`config.mk`:
```
export PLATFORM = sky130hd
export DESIGN_NAME = radix64_text_encoder
export DESIGN_NICKNAME = d
export VERILOG_FILES = /design/src/rtl/core/r64e_pkg.sv /design/src/rtl/core/r64e_front.sv /design/src/rtl/core/r64e_queue.sv /design/src/rtl/core/r64e_back.sv /design/src/rtl/core/radix64_text_encoder.sv
export VERILOG_INCLUDE_DIRS = /design/src /design/src/rtl/core
export SDC_FILE = /design/constraint.sdc
export NUM_CORES = 1
export LEC_CHECK = 0
export BUFFER_PORTS_ARGS = -buffer_cell sky130_fd_sc_hd__buf_2
export CAP_MARGIN = 40
export CORE_MARGIN = 2
export CORE_UTILIZATION = 40
export CTS_CLUSTER_DIAMETER = 80
export CTS_CLUSTER_SIZE = 30
export DETAILED_ROUTE_END_ITERATION = 16
export GPL_TIMING_DRIVEN = 0
export PLACE_DENSITY = 0.59
export SYNTH_ARGS = -nofsm -noshare
export SYNTH_HDL_FRONTEND = slang
export SYNTH_SLANG_ARGS = --single-unit
export TNS_END_PERCENT = 1
```
`constraint.sdc`:
```
create_clock -name clk -period 4 [get_ports clk]
set_clock_uncertainty 0.05 [all_clocks]
set_input_delay 0.8 -clock clk [delete_from_list [all_inputs] [get_ports clk]]
set_output_delay 0.8 -clock clk [all_outputs]
set_load 0.02 [all_outputs]
```
`src/rtl/core/radix64_text_encoder_defines.svh`:
```
// Assertion macros shared by the radix-64 text encoder RTL.
`ifndef RADIX64_TEXT_ENCODER_DEFINES_SVH
`define RADIX64_TEXT_ENCODER_DEFINES_SVH

// Same-cycle implication, checked out of reset.
`define R64E_ASSERT_NOW(label, clk, rst, ante, cons, msg) \
  label: assert property (@(posedge clk) disable iff (rst) (ante) |-> (cons)) else $error(msg);

// Next-cycle implication, checked out of reset.
`define R64E_ASSERT_NEXT(label, clk, rst, ante, cons, msg) \
  label: assert property (@(posedge clk) disable iff (rst) (ante) |=> (cons)) else $error(msg);

`endif

```
`src/rtl/core/r64e_pkg.sv`:
```
// Package: types, constants and the character map of the radix-64 text encoder.
`default_nettype none

package r64e_pkg;

  localparam int QDepth = 4;
  localparam int QPtrW  = $clog2(QDepth);
  localparam int QCntW  = $clog2(QDepth + 1);

  localparam logic [6:0] CharNewline = 7'd10;
  localparam logic [6:0] CharPad     = 7'd42;

  // leftover bit counts carried between bytes
  localparam logic [2:0] LeftZero = 3'd0;
  localparam logic [2:0] LeftTwo  = 3'd2;
  localparam logic [2:0] LeftFour = 3'd4;

  // one classified byte: up to three 6-bit groups, pad count and end marker
  typedef struct packed {
    logic [1:0]      n_alpha;
    logic [2:0][5:0] alpha;
    logic [1:0]      n_pad;
    logic            last;
  } job_t;

  // "./" then digits, upper case, lower case
  function automatic logic [6:0] radix_char(input logic [5:0] v);
    logic [6:0] ext;
    ext = {1'b0, v};
    if (v < 6'd12) begin
      radix_char = ext + 7'd46;
    end else if (v < 6'd38) begin
      radix_char = ext + 7'd53;
    end else begin
      radix_char = ext + 7'd59;
    end
  endfunction

endpackage

`default_nettype wire

```
`src/rtl/core/r64e_front.sv`:
```
// Front end: accept bytes, split them into 6-bit groups and flush on the final byte.
`default_nettype none

module r64e_front
  import r64e_pkg::*;
(
  input  wire logic       clk,
  input  wire logic       rst,
  input  wire logic       in_valid,
  output      logic       in_ready,
  input  wire logic [7:0] data_byte,
  input  wire logic       final_byte,
  input  wire logic       q_full,
  output      logic       push,
  output      job_t       push_job
);

  logic [3:0] leftover_bits;
  logic [2:0] leftover_count;
  logic [3:0] rem_bits;
  logic [2:0] rem_count;

  assign in_ready = !q_full;
  assign push     = in_valid && in_ready;

  always_comb begin
    push_job       = '0;
    push_job.last  = final_byte;
    rem_bits       = '0;
    rem_count      = LeftZero;
    case (leftover_count)
      LeftZero: begin
        push_job.alpha[0] = data_byte[7:2];
        push_job.n_alpha  = 2'd1;
        rem_bits          = {2'b00, data_byte[1:0]};
        rem_count         = LeftTwo;
        if (final_byte) begin
          push_job.alpha[1] = {data_byte[1:0], 4'b0000};
          push_job.n_alpha  = 2'd2;
          push_job.n_pad    = 2'd2;
        end
      end
      LeftTwo: begin
        push_job.alpha[0] = {leftover_bits[1:0], data_byte[7:4]};
        push_job.n_alpha  = 2'd1;
        rem_bits          = data_byte[3:0];
        rem_count         = LeftFour;
        if (final_byte) begin
          push_job.alpha[1] = {data_byte[3:0], 2'b00};
          push_job.n_alpha  = 2'd2;
          push_job.n_pad    = 2'd1;
        end
      end
      default: begin
        push_job.alpha[0] = {leftover_bits, data_byte[7:6]};
        push_job.alpha[1] = data_byte[5:0];
        push_job.n_alpha  = 2'd2;
      end
    endcase
  end

  always_ff @(posedge clk) begin
    if (rst) begin
      leftover_bits  <= '0;
      leftover_count <= LeftZero;
    end else if (push) begin
      if (final_byte) begin
        leftover_bits  <= '0;
        leftover_count <= LeftZero;
      end else begin
        leftover_bits  <= rem_bits;
        leftover_count <= rem_count;
      end
    end
  end

endmodule

`default_nettype wire

```
`src/rtl/core/r64e_queue.sv`:
```
// Short job queue between the front end and the character sequencer.
`default_nettype none

module r64e_queue
  import r64e_pkg::*;
(
  input  wire logic clk,
  input  wire logic rst,
  input  wire logic push,
  input  wire job_t push_job,
  input  wire logic pop,
  output      job_t pop_job,
  output      logic full,
  output      logic nonempty
);
  `include "radix64_text_encoder_defines.svh"

  job_t             mem [QDepth];
  logic [QPtrW-1:0] wr_ptr;
  logic [QPtrW-1:0] rd_ptr;
  logic [QCntW-1:0] count;

  assign full     = (count == QCntW'(QDepth));
  assign nonempty = (count != '0);
  assign pop_job  = mem[rd_ptr];

  always_ff @(posedge clk) begin
    if (push) begin
      mem[wr_ptr] <= push_job;
    end
  end

  always_ff @(posedge clk) begin
    if (rst) begin
      wr_ptr <= '0;
      rd_ptr <= '0;
      count  <= '0;
    end else begin
      if (push) begin
        wr_ptr <= wr_ptr + 1'b1;
      end
      if (pop) begin
        rd_ptr <= rd_ptr + 1'b1;
      end
      if (push && !pop) begin
        count <= count + 1'b1;
      end else if (pop && !push) begin
        count <= count - 1'b1;
      end
    end
  end

  `R64E_ASSERT_NOW(a_q_bound, clk, rst, 1'b1, count <= QCntW'(QDepth), "queue count overflow")
  `R64E_ASSERT_NOW(a_q_pop_empty, clk, rst, pop, count != '0, "pop from empty queue")
  `R64E_ASSERT_NEXT(a_q_grow, clk, rst, push && !pop, count == $past(count) + 1'b1, "count did not grow")
endmodule

`default_nettype wire

```
`src/rtl/core/r64e_back.sv`:
```
// Back end: emit characters, newlines and pads one per cycle into the output register while the output can advance.
`default_nettype none

module r64e_back
  import r64e_pkg::*;
(
  input  wire logic       clk,
  input  wire logic       rst,
  input  wire logic [7:0] line_length,
  input  wire logic       q_nonempty,
  input  wire job_t       q_job,
  output      logic       pop,
  output      logic       out_valid,
  input  wire logic       out_ready,
  output      logic [6:0] out_char,
  output      logic       end_of_text
);
  `include "radix64_text_encoder_defines.svh"

  job_t       job;
  logic       busy;
  logic [1:0] alpha_idx;
  logic       nl_pending;
  logic [1:0] pad_left;
  logic [7:0] line_pos;

  logic [1:0] alpha_idx_next;
  logic       nl_pending_next;
  logic [1:0] pad_left_next;
  logic [7:0] line_pos_next;
  logic [7:0] pos_inc;
  logic [5:0] cur_alpha;
  logic [6:0] char_next;
  logic       end_next;
  logic       adv;
  logic       emit;
  logic       done;

  assign adv  = !out_valid || out_ready;
  assign emit = busy && adv;
  assign pop  = q_nonempty && (!busy || (emit && done));

  always_comb begin
    alpha_idx_next  = alpha_idx;
    nl_pending_next = nl_pending;
    pad_left_next   = pad_left;
    line_pos_next   = line_pos;
    pos_inc         = line_pos + 8'd1;
    char_next       = CharPad;
    case (alpha_idx)
      2'd0:    cur_alpha = job.alpha[0];
      2'd1:    cur_alpha = job.alpha[1];
      default: cur_alpha = job.alpha[2];
    endcase
    if (nl_pending) begin
      char_next       = CharNewline;
      nl_pending_next = 1'b0;
    end else if (alpha_idx != job.n_alpha) begin
      char_next      = radix_char(cur_alpha);
      alpha_idx_next = alpha_idx + 2'd1;
      if (line_length != 8'd0) begin
        if (pos_inc >= line_length) begin
          nl_pending_next = 1'b1;
          line_pos_next   = '0;
        end else begin
          line_pos_next = pos_inc;
        end
      end
    end else begin
      pad_left_next = pad_left - 2'd1;
    end
    done     = !nl_pending_next && (alpha_idx_next == job.n_alpha) && (pad_left_next == 2'd0);
    end_next = done && job.last;
    // a message end restarts the line count
    if (end_next) begin
      line_pos_next = '0;
    end
  end

  always_ff @(posedge clk) begin
    if (pop) begin
      job <= q_job;
    end
    if (emit) begin
      out_char    <= char_next;
      end_of_text <= end_next;
    end
  end

  always_ff @(posedge clk) begin
    if (rst) begin
      busy       <= 1'b0;
      alpha_idx  <= '0;
      nl_pending <= 1'b0;
      pad_left   <= '0;
      line_pos   <= '0;
      out_valid  <= 1'b0;
    end else begin
      if (adv) begin
        out_valid <= busy;
      end
      if (emit) begin
        line_pos <= line_pos_next;
      end
      if (pop) begin
        busy       <= 1'b1;
        alpha_idx  <= '0;
        nl_pending <= 1'b0;
        pad_left   <= q_job.n_pad;
      end else if (emit) begin
        alpha_idx  <= alpha_idx_next;
        nl_pending <= nl_pending_next;
        pad_left   <= pad_left_next;
        if (done) begin
          busy <= 1'b0;
        end
      end
    end
  end

  `R64E_ASSERT_NOW(a_b_idx, clk, rst, busy && !nl_pending, alpha_idx <= job.n_alpha, "group index past job")
  `R64E_ASSERT_NOW(a_b_pad, clk, rst, busy, pad_left <= 2'd2, "pad count out of range")
  `R64E_ASSERT_NEXT(a_b_eol, clk, rst, emit && end_next, line_pos == '0, "line count not cleared")
endmodule

`default_nettype wire

```
`src/rtl/core/radix64_text_encoder.sv`:
```
// Top level of the radix-64 text encoder: config register, front end, queue, back end.
// A byte passes through the job queue and the back-end job register to the output register.
// Throughput: one character per cycle from the single output register of the back end while
// m_tready allows; a byte gives 1 to 6 characters, about 1.33 plus newlines on average.
// The front end keeps taking bytes while the four-entry job queue has room.
// Reset (rst, synchronous, active high) clears line_length, leftover bits, line count,
// queue and output valid.
`default_nettype none

module radix64_text_encoder
  import r64e_pkg::*;
(
  input  wire logic       clk,
  input  wire logic       rst,
  // configuration: line_length, written when cfg_wen is high
  input  wire logic       cfg_wen,
  input  wire logic [7:0] cfg_wdata,
  // input stream
  input  wire logic       s_tvalid,
  output      logic       s_tready,
  input  wire logic [7:0] s_tdata,   // [7:0] data_byte
  input  wire logic       s_tlast,   // final_byte
  // output stream
  output      logic       m_tvalid,
  input  wire logic       m_tready,
  output      logic [7:0] m_tdata,   // [6:0] out_char, [7] zero
  output      logic       m_tlast    // end_of_text
);

  logic [7:0] line_length;
  logic       q_push;
  job_t       q_push_job;
  logic       q_pop;
  job_t       q_pop_job;
  logic       q_full;
  logic       q_nonempty;
  logic [6:0] out_char;

  // Hold the characters-per-line setting; zero turns line breaks off.
  always_ff @(posedge clk) begin
    if (rst) begin
      line_length <= '0;
    end else if (cfg_wen) begin
      line_length <= cfg_wdata;
    end
  end

  // Front end: classify each transferred byte into a job of 6-bit groups and pads.
  r64e_front u_front (
    .clk        (clk),
    .rst        (rst),
    .in_valid   (s_tvalid),
    .in_ready   (s_tready),
    .data_byte  (s_tdata),
    .final_byte (s_tlast),
    .q_full     (q_full),
    .push       (q_push),
    .push_job   (q_push_job)
  );

  // Decouple the two sides so a stalled output does not stall input at once.
  r64e_queue u_queue (
    .clk      (clk),
    .rst      (rst),
    .push     (q_push),
    .push_job (q_push_job),
    .pop      (q_pop),
    .pop_job  (q_pop_job),
    .full     (q_full),
    .nonempty (q_nonempty)
  );

  // Back end: walk each job, insert newlines at line ends, append pads.
  r64e_back u_back (
    .clk         (clk),
    .rst         (rst),
    .line_length (line_length),
    .q_nonempty  (q_nonempty),
    .q_job       (q_pop_job),
    .pop         (q_pop),
    .out_valid   (m_tvalid),
    .out_ready   (m_tready),
    .out_char    (out_char),
    .end_of_text (m_tlast)
  );

  // Pad the 7-bit character up to a whole byte.
  assign m_tdata = {1'b0, out_char};

endmodule

`default_nettype wire

```
; ---- Word-level counts from Yosys, hierarchy flattened
; Memory sizes are Yosys's and may differ from the RTL's. A register that Yosys moved wholly into a read port is not among the register bits.
; Cells that the tools add are included.
[op_classes]
n_addsub = 10
reduce_logical = 32
eq_ne = 6
magnitude_cmp = 3
mux = 40
n_bitwise = 1
[ops]
columns = operator, count
row1 = 8-bit 2-to-1 mux, 5
row2 = 12-bit one-hot mux with 2 select lines, 1
row3 = 2-bit 2-to-1 mux, 11
row4 = "6-bit by 6-bit adder with 7-bit output, second input constant", 3
row5 = 6-bit 2-to-1 mux, 3
row6 = 7-bit 2-to-1 mux, 2
row7 = 6-bit one-hot mux with 2 select lines, 1
row8 = 1-bit 2-to-1 mux, 10
row9 = 2-bit nonzero test, 5
row10 = 1-bit logical AND, 9
row11 = 3-bit 2-to-1 mux, 3
row12 = "8-bit by 1-bit adder with 8-bit output, second input constant", 1
row13 = 8-bit >= comparator, 1
row14 = 4-bit one-hot mux with 2 select lines, 1
row15 = 8-bit nonzero test, 1
row16 = "2-bit by 1-bit adder with 2-bit output, second input constant", 3
row17 = 1-bit zero test, 6
row18 = "6-bit by 4-bit < comparator with 1-bit output, second input constant", 1
row19 = "6-bit < comparator, second input constant", 1
row20 = 3-bit one-hot mux with 2 select lines, 1
row21 = 2-bit OR reduction, 3
row22 = 2-bit zero test, 2
row23 = 4-bit 2-to-1 mux, 1
row24 = 2-bit one-hot mux with 2 select lines, 1
row25 = other kinds (15), 16
[word_totals]
word_cells = 113
output_inout_bits = 11
ramBits = 68
memories = 1
in_bits = 22
register_bits = 66
[mem_list]
columns = memory, depth, word_bits, read_ports, rd_clocked_by_memory_dff, wr, line
row1 = u_queue.mem, 4, 17, 1, 1, 1, r64e_queue.sv:18  ; job_t mem [QDepth];

; ---- Longest topological paths before layout
; Gate-level depths: netlist (run 1).
[logic_depth]
depth_word = 15
depth_mapped = 16

; ---- Cells and area by module
; From an unflattened synthesis (run 1), not the netlist that was laid out.
[unflattened]
hier_cells = 483
area_unflattened_um2 = 7048.0
[modules_own_cells]
columns = mod, instances, cells_per_inst, area_each_um2
row1 = r64e_queue, 1, 164, 3783.6
row2 = r64e_back, 1, 223, 2438.6
row3 = r64e_front, 1, 68, 529.3
row4 = radix64_text_encoder, 1, 28, 296.5

; ---- Worst setup path after synthesis (run 1)
; No wires, ideal clock.
[synth_path]
kind = register to register
start = register u_back.line_pos[2]
end = register u_queue.count[2]
slack_ns = 0.680
setup_time_ns = 0.070
arrival_time_ns = 3.199
t_required_ns = 3.880
path_stages_with_launch = 16
path_cell_list = dfxtp_1 > nand3_1 > nor2_1 > nand3_1 > xnor2_1 > ha_1 > nand4_1 > a31o_2 > a211o_1 > nand2_4 > ha_1 > inv_1 > fa_1 > xor2_1 > or3_1 > a21oi_1
[synth_between]
elab_chain_cells = 15
[synth_lines]
columns = item, line
row1 = from (decl), r64e_back.sv:25  ; logic [7:0] line_pos;
row2 = from (signal assigned), r64e_back.sv:103  ; line_pos <= line_pos_next;
row3 = 8-bit by 1-bit adder with 8-bit output (*), r64e_back.sv:48  ; pos_inc = line_pos + 8'd1;
row4 = 8-bit >= comparator (*), r64e_back.sv:62  ; if (pos_inc >= line_length) begin
row5 = 1-bit 2-to-1 mux (*), r64e_back.sv:62
row6 = 1-bit 2-to-1 mux (*), r64e_back.sv:61  ; if (line_length != 8'd0) begin
row7 = 1-bit 2-to-1 mux (*), r64e_back.sv:58  ; end else if (alpha_idx != job.n_alpha) begin
row8 = 1-bit 2-to-1 mux (*), r64e_back.sv:55  ; if (nl_pending) begin
row9 = 1-bit zero test (*), r64e_back.sv:72  ; done = !nl_pending_next && (alpha_idx_next == job.n_alpha) && (pad_left_next == 2'd0);
row10 = 1-bit logical AND (*) (2 in a row), r64e_back.sv:72
row11 = 1-bit logical AND (*), r64e_back.sv:41  ; assign pop = q_nonempty && (!busy || (emit && done));
row12 = 1-bit logical OR (*), r64e_back.sv:41
row13 = 1-bit logical AND (*), r64e_back.sv:41
row14 = 1-bit zero test, r64e_queue.sv:45  ; if (push && !pop) begin
row15 = 1-bit logical AND, r64e_queue.sv:45
row16 = 3-bit 2-to-1 mux / 2-bit nonzero test (equally long branches), n/a
row17 = to (signal assigned), r64e_queue.sv:46  ; count <= count + 1'b1;
row18 = to (signal assigned), r64e_queue.sv:48  ; count <= count - 1'b1;
row19 = to (decl), r64e_queue.sv:21  ; logic [QCntW-1:0] count;
; Every way passes the cells marked *; elsewhere a longest branch is shown, timed or not.
; A chain may end at the register's enable or synchronous reset.

; ---- Worst setup path after layout (run 1)
[layout_path]
start = register u_back.line_pos[0]
end = register u_queue.count[2]
; Same word-level chain as after synthesis.

==> qor.json, run 1 <==
{
  "min_path": {
    "type_of_the_most_critical_hold_path": "reg -> reg"
  },
  "finish": {
    "n_antenna_cell": 0,
    "final.fill_count": 1252,
    "multi_input_comb_area_sq_um": 2120,
    "share_of_layout_cells_above_drive_strength_1": 0.192,
    "sequential_cell_area_sq_um": 3490,
    "nets": 535,
    "area_growth_pct": 17.8
  },
  "critical_path": {
    "launching_element_type_of_the_critical_path": "flip-flop",
    "cp_data_required_time_ns": 4.29,
    "timing_worst_setup_path_type": "reg -> reg",
    "end_kind": "flip-flop",
    "critPathArrivalTime_ns": 3.98,
    "worst-path-max-fanout": 7
  },
  "route": {
    "dr.pass1.iters": 4,
    "detail_route.vias_per_cell": 5.12,
    "routed_wl_mm": 10.7,
    "drtAntennaViolNets": 0,
    "drt-wirelength-per-cell_microns": 15.7,
    "dr.first_iter.drc_count": 216,
    "residual_drc_count": 0,
    "vias": 3503
  },
  "cts": {
    "clkLatencyLatePin_ns": 0.42,
    "post_cts.resized_instances": 0,
    "cts_setup_buffers": 0,
    "clkTransAtPathRegs_ns": 0.06,
    "cts_max_level": 4,
    "cts_tree": "done",
    "ctsLongestPathBuffers": 2,
    "root_buffer": "clkbuf_16",
    "cts.sinks": 129,
    "postCtsHoldBufs": 0,
    "cts_inserted_buffers": 17
  },
  "power_and_ir_drop": {
    "total_switching_power_uw": 1800,
    "max-vdd-ir-drop_mv": 0.332,
    "power_frac_comb": 0.342,
    "power.share.clock": 0.291,
    "sw_frac_of_total": 0.344,
    "pwr-share-seq": 0.367,
    "cell_leakage_power_uw": 0.00252,
    "internal_power_uw": 3430,
    "finalPower_uw": 5230,
    "power.density_cell_area_nw_per_um2": 769
  },
  "timing": {
    "number_of_hold_violations_in_the_final_report": 0,
    "portion_of_the_clock_cycle_consumed_by_the_worst_path_in_the_final_layout": 0.922,
    "setup_viol": 0,
    "final.min_clock_period_ns": 3.69,
    "slew_headroom": 0.570,
    "timing.setup.tns_ns": 0,
    "setup_repair_after_global_routing_missed_its_margin": "no",
    "timing.fmax_mhz": 271,
    "timing.final.max_slew_violations": 0,
    "worstMarginPinSlew_ns": 0.645
  },
  "floorplan": {
    "die-height_microns": 124,
    "die_area_sq_um": 15400,
    "ios": 33,
    "row_count": 43,
    "core-area_sq_um": 14000,
    "floorplan.initialDensity": 0.413,
    "die_width_microns": 124
  },
  "placement": {
    "gpl.final_weighted_congestion": 0.837,
    "io_buffers": 29,
    "dpl.hpwl_mm": 7.56
  },
  "grt": {
    "grt_start_max_net_pins": 20,
    "grt_antenna_before_repair": 0,
    "grtUsageTotal": 0.157,
    "grt_remaining_overflow": 0,
    "grt_first_pass_wirelength_mm": 18.0,
    "first_global_vias": 3631
  },
  "yosys": {
    "synthDistinctLibCells": 55,
    "synth.avg_cell_area_sq_um": 13.2,
    "dominantRegCellSynth": "edfxtp_1",
    "synth.yosys.warnings": 0,
    "seq_area_frac_synth": 0.605,
    "ys_ff_latch": 129,
    "synth_enable_flop_cells": 91,
    "syn_area_sq_um": 5770,
    "synth_async_sr_flop_share": 0,
    "synthesis.nets": 482,
    "syn_inst": 438
  },
  "outcome": {
    "outcome": "completed"
  },
  "run": {
    "cap_viol_max_count": 0
  }
}
per-stage QoR:
step,setup WS [ns],hold slack (ns),area (sq um),cells,util
after global routing,0.0599,0.449,6800,684,0.486
after detailed placement,0.352,0.409,6200,651,0.443
after floorplan,0.680,0.382,5770,438,-
after global placement,0.384,0.394,6140,647,0.439
final,0.311,0.418,6800,684,0.486
after CTS,0.320,0.420,6790,683,0.485
layout by cell type (no fill, tap or decap), types with 5 or more instances in the layout:
cell / count
dfxtp_1: 38
mux4_2: 17
o21ai_0: 12
inv_6: 7
edfxtp_1: 91
inv_1: 24
nand2b_1: 6
clkbuf_16: 17
a21oi_1: 23
nor3_1: 8
mux2i_1: 19
buf_2: 32
clkbuf_1: 10
nand3_1: 10
nor2_1: 32
and3_1: 5
nor4_1: 5
ha_1: 20
xnor2_1: 10
nand2_1: 31
xor2_1: 11
synthesized netlist by cell type, types with 3 or more instances:
| cell | count | area, sq um |
|---|---|---|
| nand2_1 | 31 | 116 |
| nand3_1 | 10 | 50.1 |
| a32o_1 | 3 | 30.0 |
| clkbuf_1 | 10 | 37.5 |
| xor2_1 | 11 | 96.3 |
| o2111ai_1 | 3 | 26.3 |
| edfxtp_1 | 91 | 2730 |
| o21ai_1 | 3 | 15.0 |
| nor3_1 | 8 | 40.0 |
| o31ai_1 | 3 | 22.5 |
| dfxtp_1 | 38 | 761 |
| inv_1 | 24 | 90.1 |
| mux4_2 | 17 | 383 |
| nand2b_1 | 6 | 37.5 |
| and3_1 | 5 | 31.3 |
| o211ai_1 | 4 | 30.0 |
| nor4_1 | 5 | 31.3 |
| buf_2 | 3 | 15.0 |
| a22o_1 | 4 | 35.0 |
| and2_1 | 3 | 18.8 |
| mux2i_1 | 19 | 190 |
| ha_1 | 20 | 250 |
| o21ai_0 | 12 | 60.1 |
| nand4_1 | 3 | 18.8 |
| a22oi_1 | 4 | 30.0 |
| xnor2_1 | 10 | 87.6 |
| nor2_1 | 32 | 120 |
| a21oi_1 | 23 | 115 |
state kept, by name, summed over array words and instances (netlist names), named ones only:
signal / cells
line_length: 8
u_queue.rd_ptr: 2
u_back.out_valid: 1
u_back.nl_pending: 1
u_queue.mem: 68
u_front.leftover_bits: 4
u_back.line_pos: 8
u_back.pad_left: 2
u_queue.wr_ptr: 2
u_back.out_char: 7
u_back.busy: 1
u_back.end_of_text: 1
u_back.job: 15
u_back.alpha_idx: 2
u_queue.count: 3
u_front.leftover_count: 2
worst max-delay path, cell delays in order (launching register included):
cell and delay [ns]:
dfxtp_1 0.42, nand3_1 0.23, nor2_1 0.29, nand3_1 0.13
xnor2_1 0.17, ha_1 0.30, nand4_1 0.09, a31o_2 0.25
a211o_1 0.31, nand2_4 0.12, ha_1 0.19, inv_1 0.06
fa_1 0.37, xor2_1 0.18, or3_1 0.31, a21oi_1 0.14
cell type report:
type,instances,share of cell area
flip-flops and latches,129,0.514
repair buffers,34,0.0320
inverters,26,0.0147
clock buffers,17,0.0626
clock inverters,15,0.0234
multi-input cells,268,0.311
well taps,180,0.0331
plain buffers,15,0.00938
final timing paths:
path	start	to	slack, ns	depth (start not counted)
max	u_back.line_pos[0]$_SDFFE_PP0P_	u_queue.count[2]$_SDFFE_PP0P_	0.31	15
min	u_front.leftover_bits[2]$_SDFFE_PP0P_	u_front.leftover_bits[2]$_SDFFE_PP0P_	0.42	2
max reg2reg	u_back.line_pos[0]$_SDFFE_PP0P_	u_queue.count[2]$_SDFFE_PP0P_	0.31	15
min reg2reg	u_front.leftover_bits[2]$_SDFFE_PP0P_	u_front.leftover_bits[2]$_SDFFE_PP0P_	0.42	2
power groups by stage:
stage / combinational, uW / sequential, uW / clock, uW
after floorplan: 1340 / 1990 / 0
after global placement: 1740 / 1950 / 0
after detailed placement: 1790 / 1950 / 0
after CTS: 1810 / 1930 / 1550
after global routing: 2020 / 1950 / 1610
final: 1790 / 1920 / 1520
cell families (layout without fill, tap and decap cells):
kind of cell | after synthesis | in the layout | share of synthesized area
compound gates | 73 | 73 | 0.0852
simple gates | 114 | 114 | 0.0964
mux | 36 | 36 | 0.0993
buf+inv | 41 | 107 | 0.0284
flops | 129 | 129 | 0.605
xor+xnor | 22 | 22 | 0.0347
fa+ha+maj | 22 | 22 | 0.0503
other cells | 1 | 1 | 0.000650
layer usage:
metal  part of all wire  vias up  GRT usage  wire [microns]
li1                   -     1749          -               -
met1               0.45     1666      0.192            4880
met2               0.48       66      0.260            5110
met3              0.046       22     0.0421             493
met4              0.022        0     0.0730             241
met5                  0        -          0               0
Power figures use the tool's default switching activity.
==> run 2: changes to the inputs <==
--- a/config.mk
+++ b/config.mk
@@ -8,6 +8,7 @@
 export LEC_CHECK = 0
 export BUFFER_PORTS_ARGS = -buffer_cell sky130_fd_sc_hd__buf_2
 export CAP_MARGIN = 40
+export CORE_ASPECT_RATIO = 1.25
 export CORE_MARGIN = 2
 export CORE_UTILIZATION = 40
 export CTS_CLUSTER_DIAMETER = 80
==> qor.json, run 2 (synthesized netlist as in run 1, its figures left out) <==
{
  "outcome": {
    "outcome": "completed"
  },
  "grt": {
    "grt_start_max_net_pins": 20,
    "grt_first_pass_wirelength_mm": 18.1,
    "grt_remaining_overflow": 0,
    "grtUsageTotal": 0.151,
    "first_global_vias": 3668,
    "grt_antenna_before_repair": 0
  },
  "critical_path": {
    "worst-path-max-fanout": 7,
    "launching_element_type_of_the_critical_path": "flip-flop",
    "timing_worst_setup_path_type": "reg -> reg",
    "end_kind": "flip-flop",
    "cp_data_required_time_ns": 4.29,
    "critPathArrivalTime_ns": 3.96
  },
  "route": {
    "m1WireLength_mm": 4.73,
    "residual_drc_count": 0,
    "drt-wirelength-per-cell_microns": 16.2,
    "drtAntennaViolNets": 0,
    "dr.pass1.iters": 4,
    "dr.first_iter.drc_count": 189,
    "wl_met2_mm": 5.80,
    "vias": 3565,
    "highest_layer": "met4",
    "detail_route.vias_per_cell": 5.23,
    "detailed_routed_wire_length_on_met3_microns": 325,
    "routed_wl_mm": 11.0
  },
  "cts": {
    "ctsLongestPathBuffers": 2,
    "clkLatencyLatePin_ns": 0.41,
    "cts_inserted_buffers": 17,
    "cts_tree": "done",
    "cts_max_level": 4,
    "cts_setup_buffers": 0,
    "root_buffer": "clkbuf_16",
    "postCtsHoldBufs": 0,
    "post_cts.resized_instances": 0,
    "clkTransAtPathRegs_ns": 0.06,
    "cts.sinks": 129
  },
  "power_and_ir_drop": {
    "power.density_cell_area_nw_per_um2": 770,
    "max-vdd-ir-drop_mv": 0.323,
    "cell_leakage_power_uw": 0.00250
  },
  "placement": {
    "io_buffers": 29,
    "dpl.hpwl_mm": 7.96,
    "gpl.final_weighted_congestion": 0.875
  },
  "floorplan": {
    "ios": 33,
    "core-area_sq_um": 14200,
    "row_count": 49,
    "floorplan.initialDensity": 0.406,
    "die_area_sq_um": 15400,
    "die-height_microns": 138,
    "die_width_microns": 111
  },
  "timing": {
    "slew_headroom": 0.471,
    "portion_of_the_clock_cycle_consumed_by_the_worst_path_in_the_final_layout": 0.919,
    "worstMarginPinSlew_ns": 0.773,
    "timing.final.max_slew_violations": 0,
    "final.min_clock_period_ns": 3.67,
    "number_of_hold_violations_in_the_final_report": 0,
    "timing.setup.tns_ns": 0,
    "timing.fmax_mhz": 272,
    "setup_repair_after_global_routing_missed_its_margin": "no",
    "setup_viol": 0
  },
  "min_path": {
    "type_of_the_most_critical_hold_path": "reg -> reg"
  },
  "run": {
    "cap_viol_max_count": 0
  },
  "finish": {
    "n_antenna_cell": 0,
    "biggestRegsByFlops": "u_queue.mem (68), u_back.job (15)",
    "largest_reg_flops": 68,
    "nets": 534,
    "share_of_layout_cells_above_drive_strength_1": 0.187,
    "final_common_cell": "edfxtp_1",
    "top_register": "u_queue.mem",
    "area_growth_pct": 17.7,
    "commonest_cells_after_routing_fill_and_taps_aside": "edfxtp_1 (91), dfxtp_1 (38), nor2_1 (32), buf_2 (32), nand2_1 (31)",
    "layout.core_utilization": 0.478
  }
}
## run 2: changes by cell type in the layout (fill, tap and decap cells not counted), sizes merged
cell          previous run  this run
clkbuf                  27        28
clkinv                   1         8
dlymetal6s2s             1         0
inv                     36        26
bufinv                   1         3
## run 2: worst paths after layout
path	startpoint	endpoint	slack, ns	cells past startpoint
hold reg to reg	u_front.leftover_bits[2]$_SDFFE_PP0P_	u_front.leftover_bits[2]$_SDFFE_PP0P_	0.40	2
setup / recovery	u_back.line_pos[2]$_SDFFE_PP0P_	u_queue.count[2]$_SDFFE_PP0P_	0.33	15
hold / removal	u_front.leftover_bits[2]$_SDFFE_PP0P_	u_front.leftover_bits[2]$_SDFFE_PP0P_	0.40	2
setup reg to reg	u_back.line_pos[2]$_SDFFE_PP0P_	u_queue.count[2]$_SDFFE_PP0P_	0.33	15
## run 2: stage by stage
step	hold slack [ns]	instances	power, uW	area [sq um]	worst slack (ns)
detailed placement	0.397	649	3740	6200	0.341
CTS	0.405	681	5290	6800	0.327
global placement	0.395	645	3680	6140	0.376
global route	0.443	681	5580	6800	0.131
finish	0.402	681	5230	6800	0.325
floorplan	0.382	438	3320	5770	0.680
## run 2: routing by layer
metal | track usage | up-vias
li1 | - | 1742
met5 | 0 | -
met4 | 0.0624 | 0
met1 | 0.170 | 1750
met2 | 0.263 | 60
met3 | 0.0469 | 13
## run 2: area by class of cell
type	instances	area, sq um
fillers	1261	7430
flip-flops and latches	129	3490
plain buffers	15	63.8
clock buffers	18	429
multi-input cells	268	2120
clock inverters	14	165
well taps	178	223
inverters	26	100
repair buffers	33	205
## run 2: report_power, final
part	switching [uW]	internal [uW]	total, uW
sequential	115	1810	1930
clock	552	975	1530
combinational	1040	734	1780
## run 2: worst max-delay path, cell delays in order, from the launching register on
cell and delay, ns:
dfxtp_1 0.40, nand3_1 0.21, nor2_1 0.29, nand3_1 0.13, xnor2_1 0.17, ha_1 0.31
nand4_1 0.09, a31o_2 0.25, a211o_1 0.31, nand2_4 0.13, ha_1 0.20, inv_1 0.06
fa_1 0.37, xor2_1 0.18, or3_1 0.30, a21oi_1 0.14
==> run 3: changes to the inputs <==
--- a/config.mk
+++ b/config.mk
@@ -10,12 +10,12 @@
 export CAP_MARGIN = 40
 export CORE_ASPECT_RATIO = 1.25
 export CORE_MARGIN = 2
-export CORE_UTILIZATION = 40
+export CORE_UTILIZATION = 50
 export CTS_CLUSTER_DIAMETER = 80
 export CTS_CLUSTER_SIZE = 30
 export DETAILED_ROUTE_END_ITERATION = 16
 export GPL_TIMING_DRIVEN = 0
-export PLACE_DENSITY = 0.59
+export PLACE_DENSITY = 0.7
 export SYNTH_ARGS = -nofsm -noshare
 export SYNTH_HDL_FRONTEND = slang
 export SYNTH_SLANG_ARGS = --single-unit
==> qor.json, run 3 (synthesized netlist as in run 1, its figures left out) <==
{
  "outcome": {
    "outcome": "completed"
  },
  "timing": {
    "slew_headroom": 0.472,
    "setup_viol": 0,
    "portion_of_the_clock_cycle_consumed_by_the_worst_path_in_the_final_layout": 0.924,
    "timing.setup.tns_ns": 0,
    "worstMarginPinSlew_ns": 0.772,
    "postLayoutSetupSlackWorst_ns": 0.304,
    "number_of_hold_violations_in_the_final_report": 0,
    "setup_repair_after_global_routing_missed_its_margin": "no",
    "timing.fmax_mhz": 271,
    "timing.final.max_slew_violations": 0,
    "final.min_clock_period_ns": 3.70,
    "hold-worst-slack_ns": 0.408
  },
  "route": {
    "residual_drc_count": 0,
    "vias": 3589,
    "drtAntennaViolNets": 0,
    "drt-wirelength-per-cell_microns": 16.6,
    "dr.first_iter.drc_count": 152,
    "routed_wl_mm": 10.6,
    "detail_route.vias_per_cell": 5.63,
    "dr.pass1.iters": 4
  },
  "finish": {
    "top_register": "u_queue.mem",
    "commonest_cells_after_routing_fill_and_taps_aside": "edfxtp_1 (91), dfxtp_1 (38), nor2_1 (32), buf_2 (32), nand2_1 (31)",
    "final_common_cell": "edfxtp_1",
    "multi_input_comb_area_sq_um": 2120,
    "share_of_layout_cells_above_drive_strength_1": 0.189,
    "sequential_cell_area_sq_um": 3490,
    "n_antenna_cell": 0,
    "final.fill_count": 861,
    "biggestRegsByFlops": "u_queue.mem (68), u_back.job (15)",
    "largest_reg_flops": 68,
    "area_growth_pct": 17.0,
    "nets": 534
  },
  "grt": {
    "grt_remaining_overflow": 0,
    "grt_antenna_before_repair": 0,
    "first_global_vias": 3600,
    "grt_first_pass_wirelength_mm": 17.3,
    "grt_start_max_net_pins": 20,
    "grtUsageTotal": 0.185
  },
  "critical_path": {
    "reg2reg_depth": 15,
    "slowest_stage": "dfxtp_1",
    "launching_element_type_of_the_critical_path": "flip-flop",
    "timing_worst_setup_path_type": "reg -> reg",
    "worst-path-max-fanout": 7,
    "critPathArrivalTime_ns": 3.97,
    "cp_data_required_time_ns": 4.28,
    "worstPathCellList": "nand3_1 -> nor2_1 -> nand3_1 -> xnor2_1 -> ha_1 -> nand4_1 -> a31o_2 -> a211o_1 -> nand2_4 -> ha_1 -> inv_1 -> fa_1 -> xor2_1 -> or3_1 -> a21oi_1",
    "end_kind": "flip-flop",
    "max_stage_delay_ns": 0.41
  },
  "cts": {
    "cts.sinks": 129,
    "cts_setup_buffers": 0,
    "root_buffer": "clkbuf_16",
    "cts_inserted_buffers": 17,
    "cts_tree": "done",
    "post_cts.resized_instances": 0,
    "ctsLongestPathBuffers": 2,
    "clkTransAtPathRegs_ns": 0.06,
    "cts_max_level": 4,
    "postCtsHoldBufs": 0,
    "clkLatencyLatePin_ns": 0.41
  },
  "power_and_ir_drop": {
    "finalPower_uw": 5300,
    "cell_leakage_power_uw": 0.00250,
    "power.density_cell_area_nw_per_um2": 785,
    "max-vdd-ir-drop_mv": 0.326
  },
  "placement": {
    "dpl.hpwl_mm": 7.72,
    "dpl_ws_ns": 0.329,
    "io_buffers": 29,
    "gpl.final_weighted_congestion": 0.846
  },
  "floorplan": {
    "die_area_sq_um": 12400,
    "die_width_microns": 100,
    "core-area_sq_um": 11200,
    "row_count": 43,
    "floorplan.initialDensity": 0.516,
    "die-height_microns": 124,
    "ios": 33
  },
  "run": {
    "cap_viol_max_count": 0
  },
  "min_path": {
    "hold_path_depth": 2,
    "type_of_the_most_critical_hold_path": "reg -> reg"
  }
}
[run 3: per-layer routing]
layer / global-route usage / up-vias / wire [microns]
met5: 0 / - / 0
li1: - / 1732 / -
met3: 0.0494 / 15 / 343
met2: 0.342 / 65 / 5760
met1: 0.204 / 1777 / 4310
met4: 0.0685 / 0 / 159
[run 3: where the power goes]
group / internal [uW] / switching (uW)
registers: 1810 / 116
clock network: 1040 / 553
logic: 737 / 1050
total: 3590 / 1720
[run 3: final timing paths]
kind                                               from                                    end  slack (ns)
setup / recovery        u_back.line_pos[0]$_SDFFE_PP0P_          u_queue.count[2]$_SDFFE_PP0P_        0.30
hold / removal    u_front.leftover_bits[2]$_SDFFE_PP0P_  u_front.leftover_bits[2]$_SDFFE_PP0P_        0.41
setup reg to reg        u_back.line_pos[0]$_SDFFE_PP0P_          u_queue.count[2]$_SDFFE_PP0P_        0.30
hold reg to reg   u_front.leftover_bits[2]$_SDFFE_PP0P_  u_front.leftover_bits[2]$_SDFFE_PP0P_        0.41
[run 3: final cells by class]
type	count	share of cell area
plain buffers	15	0.00945
clock buffers	18	0.0635
clock inverters	14	0.0280
inverters	26	0.0148
multi-input cells	268	0.313
flip-flops and latches	129	0.517
well taps	135	0.0250
repair buffers	33	0.0287
[run 3: through the flow]
step	area (sq um)	cells	utilization
floorplan	5770	438	-
global placement	6090	602	0.544
detailed placement	6140	606	0.548
CTS	6750	638	0.604
global route	6750	638	0.604
finish	6750	638	0.604
[run 3: worst max-delay path: cells and delay by family, from the launching register on]
family          cells  cell delay [ns]
compound gates      3             0.73
xor+xnor            2             0.35
simple gates        6             1.15
buf+inv             1             0.06
fa+ha+maj           3             0.87
flops               1             0.41
